<file path="src/rtl/tlr_pkg.sv">
package tlr_pkg;

  localparam int MAP_LAST_COLUMN_DEF = 32;
  localparam int MAP_LAST_ROW_DEF    = 24;
  localparam int SCREEN_WIDTH_DEF    = 256;
  localparam int SCREEN_HEIGHT_DEF   = 192;
  localparam int TILE_COUNT_DEF      = 512;

  localparam int BYTES_PER_TILE = 8 * 8 / 2;
  localparam int PALETTE_SIZE   = 256;
  localparam int QUEUE_DEPTH    = 4;
  localparam int CELL_W         = 13;

  localparam logic CFG_SCROLL_X = 1'b0;
  localparam logic CFG_SCROLL_Y = 1'b1;

  typedef enum logic [1:0] {
    ACT_TILE   = 2'd0,
    ACT_MAP    = 2'd1,
    ACT_PAL    = 2'd2,
    ACT_RENDER = 2'd3
  } tlr_action_t;

  // en: write address in range, or render pixel covered by the map
  // addr: write address, or map cell index for a render
  // pix: {row in tile, column in tile} for a render
  typedef struct packed {
    tlr_action_t  action;
    logic         en;
    logic [13:0]  addr;
    logic [31:0]  data;
    logic [5:0]   pix;
  } tlr_item_t;

endpackage

</file>
<file path="src/rtl/tlr_queue.sv">
module tlr_queue (
  input  logic                clk,
  input  logic                rst_n,
  input  logic                push,
  input  tlr_pkg::tlr_item_t  push_item,
  output logic                full,
  input  logic                pop,
  output tlr_pkg::tlr_item_t  pop_item,
  output logic                empty
);
  import tlr_pkg::*;

  localparam int PTR_W = $clog2(QUEUE_DEPTH);
  localparam int CNT_W = $clog2(QUEUE_DEPTH + 1);

  tlr_item_t        slot_r [QUEUE_DEPTH];
  logic [PTR_W-1:0] wr_ptr_r, wr_ptr_nxt;
  logic [PTR_W-1:0] rd_ptr_r, rd_ptr_nxt;
  logic [CNT_W-1:0] count_r, count_nxt;

  assign full     = count_r == CNT_W'(QUEUE_DEPTH);
  assign empty    = count_r == '0;
  assign pop_item = slot_r[rd_ptr_r];

  always_comb begin
    wr_ptr_nxt = wr_ptr_r;
    rd_ptr_nxt = rd_ptr_r;
    count_nxt  = count_r;
    if (push) begin
      wr_ptr_nxt = (wr_ptr_r == PTR_W'(QUEUE_DEPTH - 1)) ? '0 : wr_ptr_r + 1'b1;
    end
    if (pop) begin
      rd_ptr_nxt = (rd_ptr_r == PTR_W'(QUEUE_DEPTH - 1)) ? '0 : rd_ptr_r + 1'b1;
    end
    if (push && !pop) begin
      count_nxt = count_r + 1'b1;
    end else if (pop && !push) begin
      count_nxt = count_r - 1'b1;
    end
  end

  always_ff @(posedge clk) begin
    if (!rst_n) begin
      wr_ptr_r <= '0;
      rd_ptr_r <= '0;
      count_r  <= '0;
    end else begin
      wr_ptr_r <= wr_ptr_nxt;
      rd_ptr_r <= rd_ptr_nxt;
      count_r  <= count_nxt;
    end
  end

  always_ff @(posedge clk) begin
    if (push) begin
      slot_r[wr_ptr_r] <= push_item;
    end
  end

endmodule

</file>
<file path="config.mk">
export PLATFORM = sky130hd
export DESIGN_NAME = tlr_queue
export DESIGN_NICKNAME = d
export VERILOG_FILES = /design/src/rtl/tlr_pkg.sv /design/src/rtl/tlr_queue.sv
export SDC_FILE = /design/constraint.sdc
export NUM_CORES = 1
export LEC_CHECK = 0
export BUFFER_PORTS_ARGS = -buffer_cell sky130_fd_sc_hd__buf_2
export CAP_MARGIN = 20
export CORE_MARGIN = 2
export CORE_UTILIZATION = 55
export CTS_BUF_LIST = sky130_fd_sc_hd__clkbuf_2
export CTS_CLUSTER_SIZE = 30
export DETAILED_ROUTE_END_ITERATION = 6
export PLACE_DENSITY = 0.77
export SLEW_MARGIN = 15
export SYNTH_ARGS = -nofsm -noshare
export SYNTH_HDL_FRONTEND = slang
export SYNTH_SLANG_ARGS = --single-unit
</file>
<file path="constraint.sdc">
create_clock -name clk -period 3.3 [get_ports clk]
set_input_delay 0.33 -clock clk [delete_from_list [all_inputs] [get_ports clk]]
set_output_delay 0.33 -clock clk [all_outputs]
set_load 0.03 [all_outputs]
</file>
==> results.json <==
{
  "drive_above_1_share": 0.439,
  "yosysWarnings": 0,
  "synth_top_area_cell": "edfxtp_1",
  "yosysMostFrequentCell": "edfxtp_1",
  "drc": 0,
  "die_area_sq_um": 16400,
  "ir_drop_mv": 0.316,
  "path_max_fanout": 25,
  "synth_cell_type_count": 23,
  "endpoint": "pop_item[8]",
  "num_vias": 4235,
  "dpl_cell_area_sq_um": 9230,
  "rrSetupSlack_ns": 1.55,
  "worst_path_largest_cell_delay_ns": 0.69,
  "fin_crit_ns": 2.92,
  "nFillCells": 1000,
  "drt_iter0_markers": 221,
  "rsz0062_at_grt": "no",
  "area_delta_synth_final_pct": 22.3,
  "grt_util_met1": 0.222,
  "pwr_density_cell_nw_per_um2": 576,
  "hold_class": "input port to flop",
  "whs_ns": 0.258,
  "coreArea_sq_um": 15100,
  "synthTopCellsByCount": "edfxtp_1 (220), mux4_2 (50), dfxtp_1 (9), ha_1 (6)",
  "hp-start": "push_item[51]",
  "hpwl_microns": 8310,
  "cp.depth": 3,
  "max_freq_mhz": 342,
  "antenna_found_initial": 0,
  "end_kind": "primary output",
  "first_pass_iters": 4,
  "grt_max_degree": 56,
  "synthTopCellsByArea": "edfxtp_1 (78%), mux4_2 (13%), dfxtp_1 (2.1%), mux4_1 (1.6%), buf_12 (1.2%)",
  "maxCapViolCount": 0,
  "cp_data_arrival_time_ns": 2.59,
  "via_per_inst": 5.39,
  "overflow": 0,
  "setup-violations-final": 0,
  "cp_top_family": "flip-flops",
  "synth_flop_cell": "edfxtp_1",
  "startpoint_type": "flop",
  "num_rows": 45,
  "ff2ff_path_depth": 3,
  "hold_viol": 0,
  "worst-path-buf-inv": 2,
  "clock_path_buffers": 3,
  "cts.htree.levels": 2,
  "met2_usage": 0.332,
  "cts_made_buffers": 53,
  "p_total_mw": 5.96,
  "tightest_slew_ns": 0.890,
  "cts_tree": "built",
  "busiest_layer": "met2",
  "wl_microns": 14900,
  "path_clk_slew_ns": 0.12,
  "crit_slowest_cell": "dfxtp_4",
  "maxSlewHeadroom": 0.407,
  "grt_pass1_wl_microns": 23300,
  "routedWlPerCell_microns": 19.0,
  "track_usage": 0.190,
  "netlist_area_sq_um": 8460,
  "finClkSkew_ns": 0.0584,
  "post-cts-setup-buffers": 0,
  "io_buffers": 115,
  "synthArstFlopShare": 0,
  "grt_pass1_vias": 4643,
  "slew_violations": 0,
  "nets": 619,
  "crit_type": "flop to primary output",
  "diodes": 0,
  "die_x_microns": 128,
  "netlist_instances": 331,
  "clkSinkCount": 229,
  "cp.required_ns": 2.97,
  "gp_congestion": 0.738,
  "avgSynthCellArea_sq_um": 25.6,
  "period_share": 0.885,
  "synth_top_area_frac": 0.781,
  "synth_nets": 397,
  "synth_edf_count": 220,
  "insertion_delay_ns": 0.81,
  "initial_core_util": 0.559,
  "worstReg2RegStart": "wr_ptr_r[0]$_SDFFE_PN0P_",
  "finalSetupTns_ns": 0,
  "io-pin-count": 116,
  "cellLeakagePower_nw": 3.69,
  "synth-seq-area-share": 0.802,
  "die_h_microns": 128,
  "post_cts_resized": 0,
  "crit_chain": "buf_4, mux4_2, buf_2",
  "grt_use_met3": 0.0438,
  "r2r-end": "slot_r[3][23]$_DFFE_PP_",
  "antenna_left": 0,
  "outcome": "completed",
  "stdcell_area_sq_um": 10400,
  "ys_seq_elements": 229,
  "cts_root_buffer": "clkbuf_2"
}
-- kinds of logic (layout without fill, tap and decap cells) --
group / after synthesis / after routing / synth area share
xor+xnor: 2 / 2 / 0.00207
flops: 229 / 229 / 0.802
buf+inv: 16 / 282 / 0.0185
simple gates: 15 / 15 / 0.0106
mux: 59 / 59 / 0.153
fa+ha+maj: 7 / 7 / 0.0112
compound gates: 3 / 3 / 0.00237
-- repair_timing --
| action | CTS | global route |
|---|---|---|
| setup endpoints to repair | 0 | 0 |
| endpoints found under the hold margin | 229 | 0 |
| hold buffers | 59 | 0 |
-- metrics by stage --
step                       util  std cells  setup slack [ns]
final                     0.683        785             0.379
after global placement    0.610        627              1.21
after global routing      0.683        785             0.173
after floorplan               -        331              1.03
after detailed placement  0.610        627              1.16
after CTS                 0.683        785             0.252
-- flip-flops by register name, indices dropped and copies added, names as in the netlist, named ones only --
signal    flops
rd_ptr_r      2
wr_ptr_r      2
count_r       3
slot_r      220
-- worst reg2reg max path: stages, from the launching register on --
cell and delay [ns]:
dfxtp_1 0.41, ha_1 0.20, and2_2 0.48, buf_12 0.32
-- routing by layer --
layer	wire (microns)	part of all wire
met4	283	0.019
met5	0	0
met1	5880	0.39
met3	683	0.046
met2	8080	0.54
-- power by group --
group	switching, mW	internal, mW
clock network	1.04	0.820
logic	0.426	0.296
registers	0.0560	3.32
total	1.52	4.44
-- cell usage in the layout, fill, tap and decap left out, drive strengths merged --
master       Yosys  final
edfxtp         220    220
buf             11    120
clkbuf           1     83
dlygate4sd3      0     59
mux4            55     55
clkinv           0     13
dfxtp            9      9
ha               6      6
nor2b            5      5
inv              4      5
and2             5      5
mux2i            4      4
nor3             2      2
bufinv           0      2
nor3b            1      1
xnor2            1      1
nor2             1      1
o21a             1      1
xor2             1      1
o21ai            1      1
or3              1      1
a21boi           1      1
fa               1      1
-- how the worst min path moves through the flow --
| stage | end | slack (ns) | depth (start not counted) |
|---|---|---|---|
| after floorplan | slot_r[0][0]$_DFFE_PP_ | 0.43 | 0 |
| after detailed placement | slot_r[0][34]$_DFFE_PP_ | 0.55 | 1 |
| after global placement | count_r[2]$_SDFFE_PN0P_ | 0.49 | 2 |
| final | slot_r[0][51]$_DFFE_PP_ | 0.26 | 2 |
| after CTS | slot_r[1][52]$_DFFE_PP_ | 0.18 | 2 |
| after global routing | slot_r[0][51]$_DFFE_PP_ | 0.20 | 2 |
-- area by class of cell --
class	instances	area (sq um)	area share
multi-input cells	86	1530	0.148
inverters	4	15.0	0.00145
flip-flops and latches	229	6790	0.656
well taps	188	235	0.0227
clock buffers	83	415	0.0401
repair buffers	179	1250	0.121
clock inverters	16	113	0.0109
Note: power is estimated with default switching activity, not from simulation.
