--- src/rtl/tlr_pkg.sv ---
package tlr_pkg;

  localparam int MAP_LAST_COLUMN_DEF = 32;
  localparam int MAP_LAST_ROW_DEF    = 24;
  localparam int SCREEN_WIDTH_DEF    = 256;
  localparam int SCREEN_HEIGHT_DEF   = 192;
  localparam int TILE_COUNT_DEF      = 512;

  localparam int BYTES_PER_TILE = 8 * 8 / 2;
  localparam int PALETTE_SIZE   = 256;
  localparam int QUEUE_DEPTH    = 4;
  localparam int CELL_W         = 13;

  localparam logic CFG_SCROLL_X = 1'b0;
  localparam logic CFG_SCROLL_Y = 1'b1;

  typedef enum logic [1:0] {
    ACT_TILE   = 2'd0,
    ACT_MAP    = 2'd1,
    ACT_PAL    = 2'd2,
    ACT_RENDER = 2'd3
  } tlr_action_t;

  // en: write address in range, or render pixel covered by the map
  // addr: write address, or map cell index for a render
  // pix: {row in tile, column in tile} for a render
  typedef struct packed {
    tlr_action_t  action;
    logic         en;
    logic [13:0]  addr;
    logic [31:0]  data;
    logic [5:0]   pix;
  } tlr_item_t;

endpackage

--- src/rtl/tlr_front.sv ---
module tlr_front #(
  parameter int MAP_LAST_COLUMN = tlr_pkg::MAP_LAST_COLUMN_DEF,
  parameter int MAP_LAST_ROW    = tlr_pkg::MAP_LAST_ROW_DEF,
  parameter int SCREEN_WIDTH    = tlr_pkg::SCREEN_WIDTH_DEF,
  parameter int SCREEN_HEIGHT   = tlr_pkg::SCREEN_HEIGHT_DEF,
  parameter int TILE_COUNT      = tlr_pkg::TILE_COUNT_DEF
) (
  input  logic                clk,
  input  logic                rst_n,
  input  logic                cfg_we,
  input  logic                cfg_index,
  input  logic [7:0]          cfg_wdata,
  input  logic                in_valid,
  output logic                in_stall,
  input  logic [1:0]          in_action,
  input  logic [13:0]         in_address,
  input  logic [31:0]         in_value,
  input  logic [7:0]          in_attrib,
  input  logic [7:0]          in_screen_x,
  input  logic [7:0]          in_screen_y,
  input  logic                q_full,
  input  logic                busy,
  output logic                q_push,
  output tlr_pkg::tlr_item_t  q_item
);
  import tlr_pkg::*;

  localparam int MAP_COLUMNS   = MAP_LAST_COLUMN + 1;
  localparam int MAP_CELLS     = MAP_COLUMNS * (MAP_LAST_ROW + 1);
  localparam int TILESET_BYTES = TILE_COUNT * BYTES_PER_TILE;

  logic [7:0]  scroll_x_r, scroll_x_nxt;
  logic [7:0]  scroll_y_r, scroll_y_nxt;
  logic [8:0]  px, py;
  logic [5:0]  col, row;
  logic        on_screen, covered;
  logic [11:0] cell_idx;
  tlr_action_t act;

  always_comb begin
    scroll_x_nxt = scroll_x_r;
    scroll_y_nxt = scroll_y_r;
    if (cfg_we) begin
      unique case (cfg_index)
        CFG_SCROLL_X: scroll_x_nxt = cfg_wdata;
        CFG_SCROLL_Y: scroll_y_nxt = cfg_wdata;
        default: ;
      endcase
    end
  end

  always_ff @(posedge clk) begin
    if (!rst_n) begin
      scroll_x_r <= '0;
      scroll_y_r <= '0;
    end else begin
      scroll_x_r <= scroll_x_nxt;
      scroll_y_r <= scroll_y_nxt;
    end
  end

  assign in_stall = busy || q_full;
  assign q_push   = in_valid && !in_stall;
  assign act      = tlr_action_t'(in_action);

  assign px        = {1'b0, in_screen_x} + {1'b0, scroll_x_r};
  assign py        = {1'b0, in_screen_y} + {1'b0, scroll_y_r};
  assign col       = px[8:3];
  assign row       = py[8:3];
  assign on_screen = ({1'b0, in_screen_x} < 9'(SCREEN_WIDTH)) &&
                     ({1'b0, in_screen_y} < 9'(SCREEN_HEIGHT));
  assign covered   = on_screen && (col <= 6'(MAP_LAST_COLUMN)) &&
                     (row <= 6'(MAP_LAST_ROW));
  assign cell_idx  = 12'(row) * 12'(MAP_COLUMNS) + 12'(col);

  always_comb begin
    q_item.action = act;
    q_item.addr   = in_address;
    q_item.data   = in_value;
    q_item.pix    = {py[2:0], px[2:0]};
    q_item.en     = 1'b0;
    unique case (act)
      ACT_TILE: q_item.en = {1'b0, in_address} < 15'(TILESET_BYTES);
      ACT_MAP: begin
        q_item.en   = {1'b0, in_address} < 15'(MAP_CELLS);
        q_item.data = {19'd0, in_attrib[7:4], in_attrib[0], in_value[7:0]};
      end
      ACT_PAL: q_item.en = {1'b0, in_address} < 15'(PALETTE_SIZE);
      ACT_RENDER: begin
        q_item.en   = covered;
        q_item.addr = covered ? 14'(cell_idx) : '0;
      end
      default: ;
    endcase
  end

endmodule

--- config.mk ---
export PLATFORM = sky130hd
export DESIGN_NAME = tlr_front
export DESIGN_NICKNAME = d
export VERILOG_FILES = /design/src/rtl/tlr_pkg.sv /design/src/rtl/tlr_front.sv
export SDC_FILE = /design/constraint.sdc
export NUM_CORES = 1
export LEC_CHECK = 0
export BUFFER_PORTS_ARGS = -buffer_cell sky130_fd_sc_hd__buf_2
export CORE_ASPECT_RATIO = 0.6
export CORE_UTILIZATION = 44
export CTS_BUF_LIST = sky130_fd_sc_hd__clkbuf_16
export DETAILED_ROUTE_END_ITERATION = 10
export PLACE_DENSITY_LB_ADDON = 0.12
export SLEW_MARGIN = 40
export SYNTH_ARGS = -nofsm -noshare
export SYNTH_HDL_FRONTEND = slang
export SYNTH_SLANG_ARGS = --single-unit
--- constraint.sdc ---
create_clock -name clk -period 7.66 [get_ports clk]
set_clock_uncertainty 0.2 [all_clocks]
set_input_delay 1.532 -clock clk [delete_from_list [all_inputs] [get_ports clk]]
set_output_delay 1.532 -clock clk [all_outputs]
set_load 0.01 [all_outputs]
==> results.ini <==
[synth]
synth_area_leader_cell = ha_1
synth_warnings = 0
synth_area_leaders = ha_1 (16%), dfxtp_1 (14%), and2_1 (6.1%), a21boi_0 (6.0%), nand2_1 (5.5%)
netlist_area_um2 = 2250
syn-instance-count = 278
synth_edf_count = 0
synth-seq-cells = 16
synth-async-reset-ratio_pct = 0
synthTopCellsByCount = nand2_1 (33), ha_1 (29), and2_1 (22)
synth-seq-area-share_pct = 14.2
mappedNetlistNets = 397
synthDistinctLibCells = 51
ys.flop_type = dfxtp_1
yosysTopAreaCellShare_pct = 16.1
synth_area_per_cell_um2 = 8.09
synth.most_common_cell = nand2_1

[job]
max_cap_viol_count = 0

[route]
totalWireLength_um = 6090
post-route-drc-count = 0
drtAntennaViolNets = 0
wl_per_cell_um = 13.5
firstDrtPassIters = 4
viasPerCell = 5.23
vias = 2354
drt_iter0_drc = 77

[worst_setup_path]
critPathMaxStageDelay_ns = 0.42
rr_startpoint = scroll_x_r[1]
critPathLaunchType = input port
worstPathRequired_ns = 5.93
crit_cells = 17
reg2reg_depth = 2
critPathBufInv = 2
worst_ep_arrival_time_ns = 5.34
cpMaxStageDelayCell = fa_1
cpLargestDelayFamily = adder cells
reg2reg_slack_ns = 6.77
path_max_fanout = 4
path_cells = buf_2, ha_1, fa_1, a211o_1, o21ai_0, xnor2_1, ha_1, ha_1, fa_1, a21o_1, a21o_1, nand2_1, a21oi_1, a31oi_1, mux2_2, o21ai_1, buf_2
crit_path_end_kind = output port
timing.rr.end = scroll_x_r[1]
path_common_cell = ha_1
path_class = input port to output port

[clocking]
cts.sinks = 16
cts_buffer_depth = 2
cts_htree_levels = 1
cts_hold_buf = 0
cts_tree = built
postCtsResizedCells = 0
root_buffer = clkbuf_16
cts_buffers = 3
cts_setup_buffers = 0
clk_latency_ns = 0.24
cts.clk_slew.worst_paths_ns = 0.05

[timing]
setup_tns_ns = 0
period_minus_slack_ns = 7.07
clock.fmax_mhz = 141
holdWs_ns = 0.269
finalHoldViolations = 0
fin_crit_sh_pct = 92.4
tightest_slew_ns = 0.699
setup_viol = 0
rsz0062_at_grt = no
slew_violations = 0
relSlewSlack_pct = 53.4

[hold_path]
worstHoldEndpoint = scroll_y_r[7]
min_from = scroll_y_r[7]
whs_path_depth = 2
worst_hold_path_type = flop to flop

[global_routing]
grt_use_total_pct = 22.2
grt_max_degree = 25
grt_pass1_wl_um = 9490
antenna_found_initial = 0
overflow = 0
grt_pass1_vias = 2044

[place]
gp_congestion = 0.851
portBuffers = 124
dp_hpwl_um = 5170

[cells_and_area]
drive_gt1_share_pct = 39.0
diodes = 0
nNetsFinal = 507
fillerInstances = 450
multi_input_area_um2 = 1790
areaGrowthSynthToFinish_pct = 29.8
register_area_um2 = 320

[floorplan]
coreArea_um2 = 4730
dieArea_um2 = 5410
rows = 19
start_util_pct = 47.6
die_h_um = 57.4
pin_count = 144
dieWidth_um = 94.3

[power_and_ir_drop]
seqPwrFrac_pct = 21.6
internal_power_mw = 0.263
switching_power_mw = 0.154
switching_share_pct = 36.9
ir_worst_vdd_mv = 0.0763
power_frac_clock_pct = 23.8
p_comb_share_pct = 54.5
p_leak_nw = 1.49
cellPowerDensity_nw_per_um2 = 143

[run_status]
status = completed

worst min-delay path, delay by kind of cell (launching register included):
family	cells	cell delay, ns
simple gates	1	0.05
flops	1	0.31
compound gates	1	0.06
registers in the layout, summed over array words and instances, names as in the netlist:
signal / count
scroll_x_r: 8
scroll_y_r: 8
kinds of logic after synthesis:
kind of cell | Yosys count | synth area share [%]
XOR/XNOR | 18 | 7.01
multiplexers | 8 | 3.89
AO/OA/AOI/OAI | 80 | 27.6
AND/OR/NAND/NOR | 98 | 22.4
adder cells (fa/ha/maj) | 32 | 18.8
buffers and inverters | 26 | 6.01
flip-flops | 16 | 14.2
per-layer routing:
metal  GRT usage [%]  routed length (um)
met5               0                   0
met4            2.86                  19
met2            35.1                2620
met3            3.20                 377
met1            32.7                3070
final cells by class:
| cell class | count | share of cell area [%] |
|---|---|---|
| sequential | 16 | 11.0 |
| clock inverter | 1 | 0.129 |
| timing repair buffer | 124 | 21.3 |
| multi-input combinational | 236 | 61.5 |
| inverter | 7 | 0.900 |
| clock buffer | 3 | 2.57 |
| tap | 63 | 2.70 |
through the flow:
stage                     instances  worst slack [ns]  cell area (um^2)  util [%]  power, mW
final                           450             0.586              2920      61.7      0.417
after global routing            450             0.387              2920      61.7      0.451
after CTS                       450             0.593              2920      61.7      0.419
after detailed placement        446             0.638              2840      60.0      0.317
after global placement          446             0.636              2840      60.0      0.312
after floorplan                 278              1.09              2250         -      0.254
power groups by stage:
stage	Sequential (mW)	Combinational [mW]	Clock, mW
6_report	0.0902	0.227	0.0994
5_1_grt	0.0906	0.254	0.107
4_1_cts	0.0901	0.227	0.102
3_5_place_dp	0.0917	0.225	0
3_3_place_gp	0.0915	0.221	0
2_1_floorplan	0.0906	0.163	0
placed cells by master, fill, tap and decap left out, types with 3 or more instances in the layout:
cell / count
a21oi_1: 15
inv_1: 7
clkbuf_16: 3
a21boi_0: 18
a211oi_1: 4
xor2_1: 7
buf_2: 124
nor3_1: 4
dfxtp_1: 16
and2_1: 22
a21o_1: 7
nand2b_1: 5
mux2_2: 6
or3_1: 3
xnor2_1: 11
a22o_1: 4
a22o_2: 5
nor2_1: 8
nand2_1: 33
fa_1: 3
nand3_1: 10
o21ai_0: 6
ha_1: 29
how the worst max path moves through the flow:
stage	start	endpoint	slack [ns]
3_3_place_gp	in_screen_y[0]	q_item[47]	0.64
6_report	in_screen_y[0]	q_item[47]	0.59
4_1_cts	in_screen_y[0]	q_item[47]	0.59
3_5_place_dp	in_screen_y[0]	q_item[47]	0.64
2_1_floorplan	in_screen_y[0]	q_item[47]	1.09
5_1_grt	in_screen_y[0]	q_item[47]	0.39
(Power assumes the default switching activity.)
